--- src/sv/tick_deadline_task_dispatcher_defines.svh ---
// Assertion macros shared by the dispatcher RTL.
`ifndef TICK_DEADLINE_TASK_DISPATCHER_DEFINES_SVH
`define TICK_DEADLINE_TASK_DISPATCHER_DEFINES_SVH

// Check that cons holds in the same cycle as ante.
`define TDD_ASSERT_NOW(lbl, clk, rst_n, ante, cons) \
  lbl: assert property (@(posedge clk) disable iff (!rst_n) (ante) |-> (cons)) \
    else $error("tdd assertion failed");

// Check that cons holds in the cycle after ante.
`define TDD_ASSERT_NEXT(lbl, clk, rst_n, ante, cons) \
  lbl: assert property (@(posedge clk) disable iff (!rst_n) (ante) |=> (cons)) \
    else $error("tdd assertion failed");

`endif

--- src/sv/tdd_pkg.sv ---
// Types and constants of the tick deadline task dispatcher.
package tdd_pkg;

  localparam int OP_W       = 3;
  localparam int SLOT_W     = 3;
  localparam int DEADLINE_W = 32;

  localparam logic [OP_W-1:0] OP_TICK     = 3'd0;
  localparam logic [OP_W-1:0] OP_START    = 3'd1;
  localparam logic [OP_W-1:0] OP_STOP     = 3'd2;
  localparam logic [OP_W-1:0] OP_DISPATCH = 3'd3;
  localparam logic [OP_W-1:0] OP_DONE     = 3'd4;

  localparam logic [DEADLINE_W-1:0] DEADLINE_NONE = 32'hFFFF_FFFF;

  typedef enum logic [1:0] {
    MODE_IDLE    = 2'd0,
    MODE_ARMED   = 2'd1,
    MODE_RUNNING = 2'd2
  } mode_t;

  // Command broadcast to every slot cell in the accept cycle.
  typedef struct packed {
    logic                  tick;
    logic                  start;
    logic                  stop;
    logic                  done;
    logic                  imm_ready;
    logic [SLOT_W-1:0]     slot;
    logic [DEADLINE_W-1:0] value;
  } cell_cmd_t;

endpackage

--- src/sv/tdd_ifs.sv ---
// Valid/ready channel interfaces for the dispatcher's input and result words.
interface tdd_in_if;
  logic                          valid;
  logic                          ready;
  logic [tdd_pkg::OP_W-1:0]       operation;
  logic [tdd_pkg::SLOT_W-1:0]     slot;
  logic [tdd_pkg::DEADLINE_W-1:0] period;

  modport source (output valid, operation, slot, period, input ready);
  modport sink   (input valid, operation, slot, period, output ready);
endinterface

interface tdd_out_if;
  logic                      valid;
  logic                      ready;
  logic                      dispatched_valid;
  logic [tdd_pkg::SLOT_W-1:0] dispatched_slot;

  modport source (output valid, dispatched_valid, dispatched_slot, input ready);
  modport sink   (input valid, dispatched_valid, dispatched_slot, output ready);
endinterface

--- src/sv/tdd_cell.sv ---
// One task slot: mode, deadline, ready flag and a dispatch scan token stage.
module tdd_cell #(
  parameter int IDX = 0
) (
  input  logic               clk,
  input  logic               rst_n,
  input  tdd_pkg::cell_cmd_t cmd,
  input  logic               tok_in,
  output logic               tok_out,
  output logic               tok,
  output logic               claim
);

  tdd_pkg::mode_t                  mode_r, mode_nxt;
  logic [tdd_pkg::DEADLINE_W-1:0]  deadline_r, deadline_nxt;
  logic                            ready_r, ready_nxt;
  logic                            tok_r;
  logic                            hit;

  // Slot indexes this cell cannot be addressed by never match.
  assign hit = (IDX < (1 << tdd_pkg::SLOT_W)) &&
               (cmd.slot == tdd_pkg::SLOT_W'(IDX));

  assign claim   = tok_r && ready_r && (mode_r == tdd_pkg::MODE_ARMED);
  assign tok_out = tok_r && !claim;
  assign tok     = tok_r;

  always_comb begin
    mode_nxt     = mode_r;
    deadline_nxt = deadline_r;
    ready_nxt    = ready_r;
    if (claim) begin
      mode_nxt  = tdd_pkg::MODE_RUNNING;
      ready_nxt = 1'b0;
    end else if (cmd.tick) begin
      if (mode_r == tdd_pkg::MODE_ARMED && deadline_r <= cmd.value) begin
        ready_nxt = 1'b1;
      end
    end else if (cmd.start && hit) begin
      mode_nxt     = tdd_pkg::MODE_ARMED;
      deadline_nxt = cmd.value;
      ready_nxt    = cmd.imm_ready;
    end else if (cmd.stop && hit) begin
      mode_nxt     = tdd_pkg::MODE_IDLE;
      deadline_nxt = tdd_pkg::DEADLINE_NONE;
      ready_nxt    = 1'b0;
    end else if (cmd.done && hit && mode_r == tdd_pkg::MODE_RUNNING) begin
      mode_nxt = tdd_pkg::MODE_IDLE;
    end
  end

  always_ff @(posedge clk) begin
    if (!rst_n) begin
      mode_r     <= tdd_pkg::MODE_IDLE;
      deadline_r <= tdd_pkg::DEADLINE_NONE;
      ready_r    <= 1'b0;
      tok_r      <= 1'b0;
    end else begin
      mode_r     <= mode_nxt;
      deadline_r <= deadline_nxt;
      ready_r    <= ready_nxt;
      tok_r      <= tok_in;
    end
  end

endmodule

--- src/sv/tick_deadline_task_dispatcher.sv ---
// Top level of the tick deadline task dispatcher: slot cell chain and control.
// A row of NUM_SLOTS slot cells, each holding one task's mode, deadline and
// ready flag, plus a 32-bit tick count that only tick words advance. For a
// tick, start, stop or done word the command is broadcast to all cells and
// every cell updates in parallel at the accept edge, and a result word with
// dispatched_valid = 0 and dispatched_slot = 0 is loaded into the output
// register at the same edge. A dispatch word sends a scan token down the
// cell chain, one cell per cycle starting at slot 0; the first ready armed
// cell it meets claims it and the scan stops there. The dispatch result is
// registered when a cell claims the token, or with dispatched_valid = 0
// when the token reaches the last cell unclaimed. No word is accepted
// during a scan. The output register lets the next word be accepted in
// the same cycle that a result is taken. The tick-to-deadline compare is
// plain unsigned and ignores wrap; start deadlines are count + period
// modulo 2^32.
module tick_deadline_task_dispatcher #(
  parameter int NUM_SLOTS = 8
) (
  input logic       clk,
  input logic       rst_n,
  tdd_in_if.sink    in_chan,
  tdd_out_if.source out_chan
);

  `include "tick_deadline_task_dispatcher_defines.svh"

  localparam int IDX_W = (NUM_SLOTS > 1) ? $clog2(NUM_SLOTS) : 1;

  typedef enum logic [1:0] {
    ST_IDLE = 2'b01,
    ST_SCAN = 2'b10
  } state_t;

  state_t                          state_r, state_nxt;
  logic [IDX_W-1:0]                idx_r, idx_nxt;
  logic [tdd_pkg::DEADLINE_W-1:0]  count_r, count_nxt;
  logic                            out_vld_r, out_vld_nxt;
  logic                            out_dv_r, out_dv_nxt;
  logic [tdd_pkg::SLOT_W-1:0]      out_slot_r, out_slot_nxt;

  logic                            accept;
  logic                            is_dispatch;
  logic                            scan_end;
  logic                            any_claim;
  tdd_pkg::cell_cmd_t              cmd;
  logic [NUM_SLOTS-1:0]            tok_out;
  logic [NUM_SLOTS-1:0]            tok_vec;
  logic [NUM_SLOTS-1:0]            claim_vec;

  // Accept only when idle and the output register is free or draining.
  assign in_chan.ready = (state_r == ST_IDLE) && (!out_vld_r || out_chan.ready);
  assign accept        = in_chan.valid && in_chan.ready;
  assign is_dispatch   = (in_chan.operation == tdd_pkg::OP_DISPATCH);

  // Broadcast command; value is the new count on tick, the deadline on start.
  always_comb begin
    cmd           = '0;
    cmd.tick      = accept && (in_chan.operation == tdd_pkg::OP_TICK);
    cmd.start     = accept && (in_chan.operation == tdd_pkg::OP_START);
    cmd.stop      = accept && (in_chan.operation == tdd_pkg::OP_STOP);
    cmd.done      = accept && (in_chan.operation == tdd_pkg::OP_DONE);
    cmd.imm_ready = (in_chan.period == '0);
    cmd.slot      = in_chan.slot;
    cmd.value     = (in_chan.operation == tdd_pkg::OP_TICK)
                    ? count_r + tdd_pkg::DEADLINE_W'(1)
                    : count_r + in_chan.period;
  end

  // Cell chain: the scan token enters at slot 0 and walks upward.
  genvar gi;
  generate
    for (gi = 0; gi < NUM_SLOTS; gi++) begin : g_cell
      logic tok_in;
      if (gi == 0) begin : g_head
        assign tok_in = accept && is_dispatch;
      end else begin : g_link
        assign tok_in = tok_out[gi-1];
      end
      tdd_cell #(.IDX(gi)) u_cell (
        .clk     (clk),
        .rst_n   (rst_n),
        .cmd     (cmd),
        .tok_in  (tok_in),
        .tok_out (tok_out[gi]),
        .tok     (tok_vec[gi]),
        .claim   (claim_vec[gi])
      );
    end
  endgenerate

  assign any_claim = |claim_vec;
  assign scan_end  = (state_r == ST_SCAN) &&
                     (any_claim || idx_r == IDX_W'(NUM_SLOTS - 1));

  always_comb begin
    state_nxt    = state_r;
    idx_nxt      = idx_r;
    count_nxt    = count_r;
    out_vld_nxt  = out_vld_r;
    out_dv_nxt   = out_dv_r;
    out_slot_nxt = out_slot_r;

    // Drop the held result once taken.
    if (out_vld_r && out_chan.ready) begin
      out_vld_nxt = 1'b0;
    end

    case (state_r)
      ST_IDLE: begin
        if (accept) begin
          if (cmd.tick) begin
            count_nxt = cmd.value;
          end
          if (is_dispatch) begin
            state_nxt = ST_SCAN;
            idx_nxt   = '0;
          end else begin
            out_vld_nxt  = 1'b1;
            out_dv_nxt   = 1'b0;
            out_slot_nxt = '0;
          end
        end
      end
      ST_SCAN: begin
        if (scan_end) begin
          state_nxt    = ST_IDLE;
          out_vld_nxt  = 1'b1;
          out_dv_nxt   = any_claim;
          out_slot_nxt = any_claim ? tdd_pkg::SLOT_W'(idx_r) : '0;
        end else begin
          idx_nxt = idx_r + IDX_W'(1);
        end
      end
      default: begin
        state_nxt = ST_IDLE;
      end
    endcase
  end

  always_ff @(posedge clk) begin
    if (!rst_n) begin
      state_r   <= ST_IDLE;
      idx_r     <= '0;
      count_r   <= '0;
      out_vld_r <= 1'b0;
    end else begin
      state_r   <= state_nxt;
      idx_r     <= idx_nxt;
      count_r   <= count_nxt;
      out_vld_r <= out_vld_nxt;
    end
  end

  always_ff @(posedge clk) begin
    out_dv_r   <= out_dv_nxt;
    out_slot_r <= out_slot_nxt;
  end

  assign out_chan.valid            = out_vld_r;
  assign out_chan.dispatched_valid = out_dv_r;
  assign out_chan.dispatched_slot  = out_slot_r;

  // At most one token in the chain, and at most one claim.
  `TDD_ASSERT_NOW(a_tok_single, clk, rst_n, 1'b1, $onehot0(tok_vec))
  `TDD_ASSERT_NOW(a_claim_single, clk, rst_n, 1'b1, $onehot0(claim_vec))
  // A scan always holds the token at the cell the index points to.
  `TDD_ASSERT_NOW(a_scan_tok, clk, rst_n, state_r == ST_SCAN, tok_vec[idx_r])
  // An accepted dispatch starts a scan with the output register empty.
  `TDD_ASSERT_NEXT(a_disp_scan, clk, rst_n, accept && is_dispatch,
                   state_r == ST_SCAN && !out_vld_r)

endmodule
--- src/flat_wrapper.sv ---
// flat-port wrapper written by rule: the top's interface ports become plain ports
module tick_deadline_task_dispatcher_flat 
#(
  parameter int NUM_SLOTS = 8
)
  (clk, rst_n, in_chan_valid, in_chan_operation, in_chan_slot, in_chan_period, in_chan_ready, out_chan_valid, out_chan_dispatched_valid, out_chan_dispatched_slot, out_chan_ready);
  tdd_in_if in_chan_i ();
  tdd_out_if out_chan_i ();
  input logic clk;
  input logic rst_n;
  input wire logic [$bits(in_chan_i.valid)-1:0] in_chan_valid;
  input wire logic [$bits(in_chan_i.operation)-1:0] in_chan_operation;
  input wire logic [$bits(in_chan_i.slot)-1:0] in_chan_slot;
  input wire logic [$bits(in_chan_i.period)-1:0] in_chan_period;
  output wire logic [$bits(in_chan_i.ready)-1:0] in_chan_ready;
  output wire logic [$bits(out_chan_i.valid)-1:0] out_chan_valid;
  output wire logic [$bits(out_chan_i.dispatched_valid)-1:0] out_chan_dispatched_valid;
  output wire logic [$bits(out_chan_i.dispatched_slot)-1:0] out_chan_dispatched_slot;
  input wire logic [$bits(out_chan_i.ready)-1:0] out_chan_ready;
  assign in_chan_i.valid = in_chan_valid;
  assign in_chan_i.operation = in_chan_operation;
  assign in_chan_i.slot = in_chan_slot;
  assign in_chan_i.period = in_chan_period;
  assign in_chan_ready = in_chan_i.ready;
  assign out_chan_valid = out_chan_i.valid;
  assign out_chan_dispatched_valid = out_chan_i.dispatched_valid;
  assign out_chan_dispatched_slot = out_chan_i.dispatched_slot;
  assign out_chan_i.ready = out_chan_ready;
  tick_deadline_task_dispatcher #(.NUM_SLOTS(NUM_SLOTS)) u_core (.clk(clk), .rst_n(rst_n), .in_chan(in_chan_i), .out_chan(out_chan_i));
endmodule
--- config.mk ---
export PLATFORM = sky130hd
export DESIGN_NAME = tick_deadline_task_dispatcher_flat
export DESIGN_NICKNAME = d
export VERILOG_FILES = /design/src/sv/tdd_pkg.sv /design/src/sv/tdd_ifs.sv /design/src/sv/tdd_cell.sv /design/src/sv/tick_deadline_task_dispatcher.sv /design/src/flat_wrapper.sv
export VERILOG_INCLUDE_DIRS = /design/src /design/src/sv
export SDC_FILE = /design/constraint.sdc
export NUM_CORES = 1
export LEC_CHECK = 0
export ABC_AREA = 1
export BUFFER_PORTS_ARGS = -buffer_cell sky130_fd_sc_hd__buf_4
export CORE_MARGIN = 2
export CORE_UTILIZATION = 48
export CTS_BUF_LIST = sky130_fd_sc_hd__clkbuf_8 sky130_fd_sc_hd__clkbuf_16
export DETAILED_ROUTE_END_ITERATION = 12
export SYNTH_ARGS = -nofsm -noshare
export SYNTH_HDL_FRONTEND = slang
export SYNTH_HIERARCHICAL = 1
export SYNTH_SLANG_ARGS = --single-unit
--- constraint.sdc ---
create_clock -name clk -period 7.9 [get_ports clk]
set_clock_uncertainty 0.2 [all_clocks]
set_input_delay 1.975 -clock clk [delete_from_list [all_inputs] [get_ports clk]]
set_output_delay 1.975 -clock clk [all_outputs]
set_load 0.005 [all_outputs]
==> impl_metrics.json <==
{
  "cp.arrival_ps": 6730,
  "dp_hpwl_um": 47000,
  "postSynthCellCount": 3413,
  "overflow": 0,
  "areaGrowthSynthToFinish_pct": 9.15,
  "synth.cell_area_um2": 23000,
  "drive_gt1_share_pct": 8.11,
  "critical_path_class": "in -> reg",
  "cp-start-kind": "input pin",
  "antenna_found_initial": 2,
  "cts_buffers": 42,
  "mappedNetlistNets": 3747,
  "fp-row-count": 80,
  "initial_core_util_pct": 48.4,
  "nets": 3766,
  "outcome": "finished clean",
  "path_clk_slew_ps": 60,
  "cp.required_ps": 8200,
  "yosysWarnings": 6,
  "port-buffer-count": 47,
  "min_path_type": "reg -> reg",
  "rsz0062_at_grt": "false",
  "cts_setup_buffers": 0,
  "power_density_nw_per_um2": 209,
  "fin_tns_setup_ps": 0,
  "die_area_um2": 49700,
  "clk_path_buf_depth": 3,
  "mostFrequentLayoutCells": "nand2_1 (831), inv_1 (573), nand3_1 (331)",
  "grt_pass1_vias": 20500,
  "cts_tree": "done",
  "finalMaxSlewViolations": 0,
  "die_x_um": 223,
  "ir_worst_vdd_mv": 0.163,
  "grt_pass1_wl_um": 110000,
  "viasPerCell": 5.29,
  "grt_start_max_net_pins": 180,
  "htree_num_levels": 2,
  "leakagePower_uw": 0.0136,
  "postRouteAntennaNets": 0,
  "dr_total_vias": 21600,
  "finalHoldViolCount": 0,
  "cts_resized": 0,
  "fp.coreArea_um2": 47500,
  "cp-end-kind": "flip-flop",
  "die_h_um": 223,
  "period_minus_slack_ps": 6430,
  "drtIter0Drc": 1510,
  "drtPass1Iterations": 5,
  "num_io_pins": 48,
  "wl_um": 69400,
  "power_uw": 5250,
  "wl_per_cell_um": 17.0,
  "drc": 0,
  "clk_latency_ps": 580,
  "cts_sinks": 330,
  "slew-limit-headroom_pct": 14.1,
  "setup_viol": 0,
  "fin_crit_sh_pct": 81.4,
  "grt_usage_pct": 28.1,
  "cts-hold-fix-buffers": 0,
  "layout_commonest_cell": "nand2_1",
  "gp_congestion": 0.949,
  "drv_cap": 0,
  "clock_tree.root_cell": "clkbuf_16",
  "cp_max_fo": 31,
  "fmax_ghz": 0.156,
  "syn_area_per_cell_um2": 6.74,
  "tightest_slew_ps": 1290
}
==> metrics by stage <==
stage	std cells	util, %	hold WS (ps)	area [um^2]	setup slack [ps]
finish	4084	52.8	259	25100	1470
global placement	4003	49.7	241	23600	1060
CTS	4081	52.8	263	25100	1560
detailed placement	4003	49.7	248	23600	938
global route	4081	52.8	280	25100	1060
floorplan	3413	-	233	23000	1860
==> critical path, stage by stage <==
cell and delay (ps):
buf_4 100, inv_1 80, nand3_1 180, inv_1 480
or2_2 490, ha_1 230, fa_1 460, nand3_1 120
nand3_1 120, nand2_1 110, nand2_1 120, nand2_1 80
nand3b_1 70, nand2_1 940, inv_1 110, ha_1 250
nand2_1 60, nand2_1 50, nand2_1 50, nand2_1 50
nand2_1 50, nand3_1 100, a21oi_1 150, nand2_1 60
nand2_1 70, nand2_1 50, a21oi_1 120
==> area by class of cell <==
class	instances	area [um^2]
diodes	3	7.51
clock inverters	24	224
well taps	615	769
repair buffers	92	709
clock buffers	54	1220
multi-input cells	2377	13300
fillers	4779	22500
inverters	589	2230
flip-flops and latches	330	6650
==> where the power goes <==
part	total, uW	internal, uW	switching, uW
Sequential	1760	1730	35.6
Clock	1980	1190	796
Combinational	1500	510	992
Total	5250	3420	1820
==> layer usage <==
metal / GRT usage (%) / part of all wire [%]
met5: 0 / 0.019
met4: 12.8 / 4.5
met3: 4.10 / 5.7
met2: 46.9 / 45
met1: 36.0 / 45
==> sequential cells by signal, summed over array words and instances, names as in the netlist <==
signal,flops
u_core/g_cell.u_cell/mode_r,16
u_core/g_cell.u_cell/ready_r,8
u_core/out_chan.dispatched_valid,1
u_core/state_r,2
u_core/out_chan.dispatched_slot,3
u_core/count_r,32
u_core/out_chan.valid,1
u_core/g_cell.u_cell/tok,8
u_core/idx_r,3
u_core/g_cell.u_cell/deadline_r,256
==> path summary, 6_finish.rpt <==
path                                                                           from                                                   to  slack, ps  depth (start not counted)
worst max-delay path                                           in_chan_operation[2]         u_core/g_cell[7].u_cell/ready_r$_SDFFE_PP0P_       1470                         27
worst min register to register  u_core/g_cell[3].u_cell/deadline_r[15]$_SDFFE_PN1P_  u_core/g_cell[3].u_cell/deadline_r[15]$_SDFFE_PN1P_        260                          2
worst min-delay path            u_core/g_cell[3].u_cell/deadline_r[15]$_SDFFE_PN1P_  u_core/g_cell[3].u_cell/deadline_r[15]$_SDFFE_PN1P_        260                          2
worst max register to register                       u_core/count_r[0]$_SDFFE_PN0P_         u_core/g_cell[7].u_cell/ready_r$_SDFFE_PP0P_       3850                         22
Power figures use the tool's default switching activity.
